**src/design/cdc_pkg.sv**
```systemverilog
// Package for the calendar date counter: item layouts, command codes,
// date constants and the month-length function. No dependencies.
`default_nettype none

package cdc_pkg;

	localparam int KIND_W      = 3;
	localparam int MONTH_W     = 4;
	localparam int DAY_W       = 5;
	localparam int ARG_YEAR_W  = 16;
	// widest year the block can be built with
	localparam int YEAR_WIDE_W = 32;

	localparam logic [KIND_W-1:0] KIND_SET  = 3'd0;
	localparam logic [KIND_W-1:0] KIND_INC  = 3'd1;
	localparam logic [KIND_W-1:0] KIND_DEC  = 3'd2;
	localparam logic [KIND_W-1:0] KIND_READ = 3'd3;
	localparam logic [KIND_W-1:0] KIND_CMP  = 3'd4;

	localparam logic [MONTH_W-1:0] MONTH_JAN = 4'd1;
	localparam logic [MONTH_W-1:0] MONTH_FEB = 4'd2;
	localparam logic [MONTH_W-1:0] MONTH_APR = 4'd4;
	localparam logic [MONTH_W-1:0] MONTH_JUN = 4'd6;
	localparam logic [MONTH_W-1:0] MONTH_SEP = 4'd9;
	localparam logic [MONTH_W-1:0] MONTH_NOV = 4'd11;
	localparam logic [MONTH_W-1:0] MONTH_DEC = 4'd12;

	localparam logic [DAY_W-1:0] DAY_FIRST = 5'd1;
	localparam logic [DAY_W-1:0] DAYS_31   = 5'd31;
	localparam logic [DAY_W-1:0] DAYS_30   = 5'd30;
	localparam logic [DAY_W-1:0] DAYS_29   = 5'd29;
	localparam logic [DAY_W-1:0] DAYS_28   = 5'd28;

	localparam logic [YEAR_WIDE_W-1:0] RESET_YEAR = 32'd2000;

	typedef struct packed {
		logic [KIND_W-1:0]     kind;
		logic [MONTH_W-1:0]    arg_month;
		logic [DAY_W-1:0]      arg_day;
		logic [ARG_YEAR_W-1:0] arg_year;
	} cmd_t;

	typedef struct packed {
		logic [MONTH_W-1:0]    cur_month;
		logic [DAY_W-1:0]      cur_day;
		logic [ARG_YEAR_W-1:0] cur_year;
		logic                  ok;
	} res_t;

	// Days in a month; out-of-range months give 31.
	function automatic logic [DAY_W-1:0] month_length(input logic [MONTH_W-1:0] m,
			input logic leap);
		logic [DAY_W-1:0] len;
		case (m) inside
			MONTH_APR, MONTH_JUN, MONTH_SEP, MONTH_NOV: len = DAYS_30;
			MONTH_FEB: len = leap ? DAYS_29 : DAYS_28;
			default: len = DAYS_31;
		endcase
		return len;
	endfunction

endpackage

`default_nettype wire

```
**src/design/cdc_cmd_if.sv**
```systemverilog
// Command channel of the calendar date counter: valid/ready plus one command item.
// Depends on cdc_pkg.
`default_nettype none

interface cdc_cmd_if;
	import cdc_pkg::*;

	logic valid;
	logic ready;
	cmd_t data;

	modport source (output valid, output data, input ready);
	modport sink (input valid, input data, output ready);
endinterface

`default_nettype wire

```
**src/design/cdc_res_if.sv**
```systemverilog
// Result channel of the calendar date counter: valid/ready plus one result item.
// Depends on cdc_pkg.
`default_nettype none

interface cdc_res_if;
	import cdc_pkg::*;

	logic valid;
	logic ready;
	res_t data;

	modport source (output valid, output data, input ready);
	modport sink (input valid, input data, output ready);
endinterface

`default_nettype wire

```
**src/design/cdc_date_step.sv**
```systemverilog
// Next-date logic: applies one command to the stored date, purely combinational.
// Depends on cdc_pkg.
`default_nettype none

module cdc_date_step #(
	parameter int YEAR_BITS = 16
) (
	input  wire logic [cdc_pkg::KIND_W-1:0]  kind,
	input  wire logic [cdc_pkg::MONTH_W-1:0] arg_month,
	input  wire logic [cdc_pkg::DAY_W-1:0]   arg_day,
	input  wire logic [YEAR_BITS-1:0]        arg_year,
	input  wire logic [cdc_pkg::MONTH_W-1:0] month,
	input  wire logic [cdc_pkg::DAY_W-1:0]   day,
	input  wire logic [YEAR_BITS-1:0]        year,
	output logic      [cdc_pkg::MONTH_W-1:0] next_month,
	output logic      [cdc_pkg::DAY_W-1:0]   next_day,
	output logic      [YEAR_BITS-1:0]        next_year,
	output logic                             ok
);
	import cdc_pkg::*;

	logic [DAY_W-1:0]   cur_len;
	logic [DAY_W-1:0]   arg_len;
	logic [MONTH_W-1:0] prev_month;
	logic [YEAR_BITS-1:0] prev_year;
	logic               arg_valid;

	assign cur_len = month_length(month, year[1:0] == 2'd0);
	assign arg_len = month_length(arg_month, arg_year[1:0] == 2'd0);
	assign arg_valid = (arg_month >= MONTH_JAN) && (arg_month <= MONTH_DEC) &&
		(arg_day >= DAY_FIRST) && (arg_day <= arg_len);

	// month and year reached by stepping back over the first of a month
	assign prev_month = (month > MONTH_JAN) ? MONTH_W'(month - MONTH_JAN) : MONTH_DEC;
	assign prev_year  = (month > MONTH_JAN) ? year : YEAR_BITS'(year - 1'b1);

	always_comb begin
		next_month = month;
		next_day   = day;
		next_year  = year;
		ok         = 1'b1;
		case (kind)
			KIND_SET: begin
				ok = arg_valid;
				if (arg_valid) begin
					next_month = arg_month;
					next_day   = arg_day;
					next_year  = arg_year;
				end
			end
			KIND_INC: begin
				if (day >= cur_len) begin
					next_day = DAY_FIRST;
					if (month >= MONTH_DEC) begin
						next_month = MONTH_JAN;
						next_year  = YEAR_BITS'(year + 1'b1);
					end else begin
						next_month = MONTH_W'(month + 1'b1);
					end
				end else begin
					next_day = DAY_W'(day + 1'b1);
				end
			end
			KIND_DEC: begin
				if (day > DAY_FIRST) begin
					next_day = DAY_W'(day - 1'b1);
				end else begin
					next_month = prev_month;
					next_year  = prev_year;
					next_day   = month_length(prev_month, prev_year[1:0] == 2'd0);
				end
			end
			KIND_CMP: begin
				ok = (month == arg_month) && (day == arg_day) && (year == arg_year);
			end
			// read and the unused codes leave the date alone
			default: begin
				ok = 1'b1;
			end
		endcase
	end

endmodule

`default_nettype wire

```
**src/design/calendar_date_counter_top.sv**
```systemverilog
// Calendar date counter top level: input register, date registers, result register.
// Depends on cdc_pkg, cdc_cmd_if, cdc_res_if and cdc_date_step.
//
// The block keeps one date (month, day, year), 1/1/2000 after reset, and answers
// every command item with exactly one result item holding the date after the
// command and an ok flag. It takes one item per clock cycle while its results
// are taken. A result is registered: an accepted command waits in the input
// register while the combinational date update computes the next date, and both
// the date and the result register load when the item moves on. A result that is
// not taken holds the input register, which stalls the command side. The year
// register is YEAR_BITS wide and wraps at 2^YEAR_BITS; the year fields on the
// ports are 16 bits, zero-extended or truncated to the register width.
`default_nettype none

module calendar_date_counter_top #(
	parameter int YEAR_BITS = 16
) (
	input wire logic  clk,
	input wire logic  arst_n,
	cdc_cmd_if.sink   cmd,
	cdc_res_if.source res
);
	import cdc_pkg::*;

	localparam logic [YEAR_BITS-1:0] YEAR_INIT = RESET_YEAR[YEAR_BITS-1:0];

	logic                 valid_s1;
	cmd_t                 cmd_s1;
	logic                 res_valid_q;
	res_t                 res_q;
	logic [MONTH_W-1:0]   month_q;
	logic [DAY_W-1:0]     day_q;
	logic [YEAR_BITS-1:0] year_q;

	logic                   advance;
	logic [YEAR_WIDE_W-1:0] arg_year_wide;
	logic [YEAR_WIDE_W-1:0] next_year_wide;
	logic [MONTH_W-1:0]     next_month;
	logic [DAY_W-1:0]       next_day;
	logic [YEAR_BITS-1:0]   next_year;
	logic                   next_ok;

	// move the held item into the result register when that register frees up
	assign advance   = valid_s1 && (!res_valid_q || res.ready);
	assign cmd.ready = !valid_s1 || advance;

	assign arg_year_wide  = YEAR_WIDE_W'(cmd_s1.arg_year);
	assign next_year_wide = YEAR_WIDE_W'(next_year);

	cdc_date_step #(
		.YEAR_BITS(YEAR_BITS)
	) u_step (
		.kind      (cmd_s1.kind),
		.arg_month (cmd_s1.arg_month),
		.arg_day   (cmd_s1.arg_day),
		.arg_year  (arg_year_wide[YEAR_BITS-1:0]),
		.month     (month_q),
		.day       (day_q),
		.year      (year_q),
		.next_month(next_month),
		.next_day  (next_day),
		.next_year (next_year),
		.ok        (next_ok)
	);

	always_ff @(posedge clk or negedge arst_n) begin
		if (!arst_n) begin
			valid_s1    <= 1'b0;
			res_valid_q <= 1'b0;
			month_q     <= MONTH_JAN;
			day_q       <= DAY_FIRST;
			year_q      <= YEAR_INIT;
		end else begin
			if (cmd.ready) begin
				valid_s1 <= cmd.valid;
			end
			if (advance) begin
				res_valid_q <= 1'b1;
				month_q     <= next_month;
				day_q       <= next_day;
				year_q      <= next_year;
			end else if (res.ready) begin
				res_valid_q <= 1'b0;
			end
		end
	end

	// payload registers: no reset
	always_ff @(posedge clk) begin
		if (cmd.valid && cmd.ready) begin
			cmd_s1 <= cmd.data;
		end
		if (advance) begin
			res_q.cur_month <= next_month;
			res_q.cur_day   <= next_day;
			res_q.cur_year  <= next_year_wide[ARG_YEAR_W-1:0];
			res_q.ok        <= next_ok;
		end
	end

	assign res.valid = res_valid_q;
	assign res.data  = res_q;

endmodule

`default_nettype wire
```
**src/flat_wrapper.sv**
```systemverilog
// flat-port wrapper written by rule: the top's interface ports become plain ports
module calendar_date_counter_top_flat import cdc_pkg::*;
#(
	parameter int YEAR_BITS = 16
)
  (clk, arst_n, cmd_valid, cmd_data, cmd_ready, res_valid, res_data, res_ready);
  cdc_cmd_if cmd_i ();
  cdc_res_if res_i ();
  input wire logic clk;
  input wire logic arst_n;
  input wire logic [$bits(cmd_i.valid)-1:0] cmd_valid;
  input wire logic [$bits(cmd_i.data)-1:0] cmd_data;
  output wire logic [$bits(cmd_i.ready)-1:0] cmd_ready;
  output wire logic [$bits(res_i.valid)-1:0] res_valid;
  output wire logic [$bits(res_i.data)-1:0] res_data;
  input wire logic [$bits(res_i.ready)-1:0] res_ready;
  assign cmd_i.valid = cmd_valid;
  assign cmd_i.data = cmd_data;
  assign cmd_ready = cmd_i.ready;
  assign res_valid = res_i.valid;
  assign res_data = res_i.data;
  assign res_i.ready = res_ready;
  calendar_date_counter_top #(.YEAR_BITS(YEAR_BITS)) u_core (.clk(clk), .arst_n(arst_n), .cmd(cmd_i), .res(res_i));
endmodule
```
**config.mk**
```make
export PLATFORM = sky130hd
export DESIGN_NAME = calendar_date_counter_top_flat
export DESIGN_NICKNAME = d
export VERILOG_FILES = /design/src/design/cdc_pkg.sv /design/src/design/cdc_cmd_if.sv /design/src/design/cdc_res_if.sv /design/src/design/cdc_date_step.sv /design/src/design/calendar_date_counter_top.sv /design/src/flat_wrapper.sv
export SDC_FILE = /design/constraint.sdc
export NUM_CORES = 1
export LEC_CHECK = 0
export ABC_AREA = 0
export BUFFER_PORTS_ARGS = -buffer_cell sky130_fd_sc_hd__buf_2
export CELL_PAD_IN_SITES_DETAIL_PLACEMENT = 1
export CELL_PAD_IN_SITES_GLOBAL_PLACEMENT = 1
export CORE_MARGIN = 5
export CORE_UTILIZATION = 46
export DETAILED_ROUTE_END_ITERATION = 12
export PLACE_DENSITY = 0.82
export SYNTH_ARGS = -nofsm -noshare
export SYNTH_HDL_FRONTEND = slang
export SYNTH_SLANG_ARGS = --single-unit
```
**constraint.sdc**
```tcl
create_clock -name clk -period 5.7 [get_ports clk]
set_input_delay 0.57 -clock clk [delete_from_list [all_inputs] [get_ports clk]]
set_output_delay 0.57 -clock clk [all_outputs]
set_load 0.05 [all_outputs]
```
==> results.tsv <==
stage	metric	value	unit
placed_design	hpwlAfterDp	13800	um
worst_setup_path	r2r_setup_slack	1.97	ns
yosys	synthesis.area	5480	um2
finish	area_delta_synth_final	10.9	%
die	core	11600	um2
yosys	synth_edf_count	54	
worst_setup_path	cp_max_fo	14	
placed_design	globalplace.congestion	0.909	
die	initial_utilization	47.4	%
cts	cts_tree	yes	
die	die_h	119	um
worst_setup_path	arrival	3.82	ns
run_status	status	finished clean	
cts	cts.repair.resized	0	
yosys	synthTopCellsByCount	edfxtp_1 (54), nand2_1 (46), nor2_1 (38)	
detailed_routing	antenna_left	0	
global_routing	grt_usage	27.6	%
cts	clockBufferDepth	2	
detailed_routing	drtIter0Drc	560	
cts	clkLatencyLatePin	0.36	ns
timing	timing.final.crit_share	65.4	%
cts	numClockSinks	81	
timing	finalSetupViolCount	0	
global_routing	grt_overflow	0	
global_routing	grt_pass1_vias	5266	
yosys	synth_cell_types	79	
placed_design	port_buffers	59	
worst_setup_path	crit_path_end_kind	flip-flop	
yosys	synth_most_common_cell	edfxtp_1	
worst_setup_path	path_class	reg2reg	
yosys	synth_top_area_share	29.6	%
timing	period_needed	3.73	ns
timing	fmax	268	MHz
yosys	synth.area.top_cells	edfxtp_1 (30%), dfrtp_1 (8.7%), dfstp_2 (3.8%)	
cts	clockRootBuffer	clkbuf_16	
pwr	p_leak	2.29	nW
global_routing	grt_max_degree	28	
timing	rsz0062_at_grt	no	
finish	register_area	2310	um2
global_routing	antenna_found_initial	0	
cts	cts_hold_buffers	0	
detailed_routing	routed_wirelength	19500	um
finish	fill_cells	1329	
die	dieArea	14200	um2
yosys	seq_area_frac_synth	42.1	%
timing	final.setup.tns	0	ns
yosys	syn_inst	581	
yosys	syn-num-nets	628	
finish	layout-drive-gt1-share	18.2	%
worst_setup_path	worstPathRequired	5.79	ns
timing	max-slew-margin-rel	28.4	%
global_routing	grt_pass1_wl	30400	um
cts	cts_setup_buffers	0	
finish	n_antenna_cell	0	
timing	skew	0.0116	ns
die	ios	60	
timing	maxSlewViolCount	0	
die	fp.dieW	119	um
cts	clk_pin_slew	0.07	ns
timing	tightest_slew	1.07	ns
yosys	yosys_warnings	0	
die	num_rows	39	
min_path	hp-class	in2async	
pwr	p_per_area	391	nW/um2
finish	multi_input_area	2920	um2
yosys	synth_flop_cell	edfxtp_1	
pwr	peakVddDrop	0.275	mV
cts	cts_buffers	9	
yosys	ys_seq_elements	81	
yosys	yosys.area.top_type	edfxtp_1	
timing	final-hold-violation-count	0	
detailed_routing	viasPerCell	6.68	
detailed_routing	remaining_drc_errors	0	
worst_setup_path	worstSetupStartpointType	flip-flop	
yosys	postSynthAreaPerCell	9.44	um2
detailed_routing	firstDrtPassIters	5	
finish	nNetsFinal	659	
yosys	synthArstFlopShare	33.3	%
detailed_routing	via_count	5078	
finish	fin_util	52.6	%
cts	htree_levels	3	
detailed_routing	wl_per_cell	25.6	um
run	maxCapViolations	0	
[flip-flops by register name, indices dropped and copies added (netlist names)]
register,flops
u_core.cmd_s1,12
u_core.valid_s1,1
u_core.res.valid,1
u_core.year_q,16
u_core.arg_year_wide,16
u_core.day_q,5
u_core.month_q,4
u_core.res.data,26
[logic make-up (layout without fill, tap and decap cells)]
family                   count (synthesis)  count (layout)  synth area share, %
multiplexers                            10              10                 1.94
AO/OA/AOI/OAI                          156             156                 19.8
XOR/XNOR                                30              30                 4.79
flip-flops                              81              81                 42.1
adder cells (fa/ha/maj)                 15              15                 3.42
AND/OR/NAND/NOR                        230             230                 23.3
buffers and inverters                   59              95                 4.68
[layout make-up]
| cell class | count | area share, % |
|---|---|---|
| clock buffer | 13 | 4.28 |
| clock inverter | 3 | 0.288 |
| sequential | 81 | 37.9 |
| tap | 143 | 2.94 |
| multi-input combinational | 441 | 48.0 |
| inverter | 13 | 0.802 |
| timing repair buffer | 66 | 5.72 |
[through the flow]
stage | instances | total power, W | cell area, um2 | hold WS, ns | worst slack, ns
final | 760 | 0.00238 | 6080 | 0.293 | 1.97
after global routing | 760 | 0.00249 | 6080 | 0.342 | 1.76
after CTS | 760 | 0.00236 | 6080 | 0.309 | 2.05
after floorplan | 581 | 0.00154 | 5480 | 0.274 | 2.37
after global placement | 744 | 0.00176 | 5800 | 0.470 | 2.20
after detailed placement | 744 | 0.00179 | 5800 | 0.518 | 2.08
[layer usage]
layer	vias up	track usage [%]	wire length, um
li1	2276	-	-
met1	2511	38.1	8580
met2	248	42.9	8910
met3	43	5.55	1530
met4	0	10.5	443
met5	-	0	0
[report_power, final]
part	internal (W)	switching, W
Sequential	0.000750	0.000197
Combinational	0.000293	0.000572
Clock	0.000318	0.000245
Total	0.00136	0.00101
[critical path, cell delays in order, from the launching register on]
cell	delay [ns]
dfstp_2	0.68
inv_1	0.16
ha_1	0.25
a221o_1	0.32
nand2_1	0.08
ha_1	0.12
nand2b_1	0.14
a31oi_1	0.10
buf_4	0.22
nor3_1	0.59
o22ai_1	0.28
nor3_1	0.41
nor2_1	0.08
[cell usage in the layout (no fill, tap or decap), types with 19 or more instances in the layout]
cell	netlist	routed
nor3_1	27	27
nand2_1	46	46
a21oi_1	23	23
buf_2	13	59
o21ai_0	26	26
nand3_1	22	22
dfrtp_1	19	19
nor2_1	38	38
nor4_1	20	20
edfxtp_1	54	54
[worst paths after layout]
kind,start,cells past startpoint,endpoint
worst max-delay path,u_core.month_q[0]$_DFFE_PN1P_,12,u_core.res.data[14]$_DFFE_PP_
worst min-delay path,arst_n,1,u_core.month_q[1]$_DFFE_PN0P_
worst max register to register,u_core.month_q[0]$_DFFE_PN1P_,12,u_core.res.data[14]$_DFFE_PP_
worst min register to register,u_core.valid_s1$_DFFE_PN0N_,1,u_core.res.valid$_DFFE_PN0P_
max in group asynchronous,arst_n,1,u_core.res.valid$_DFFE_PN0P_
min in group clk,cmd_data[3],1,u_core.arg_year_wide[3]$_DFFE_PP_
No activity file was read; power rests on OpenSTA's default activity.
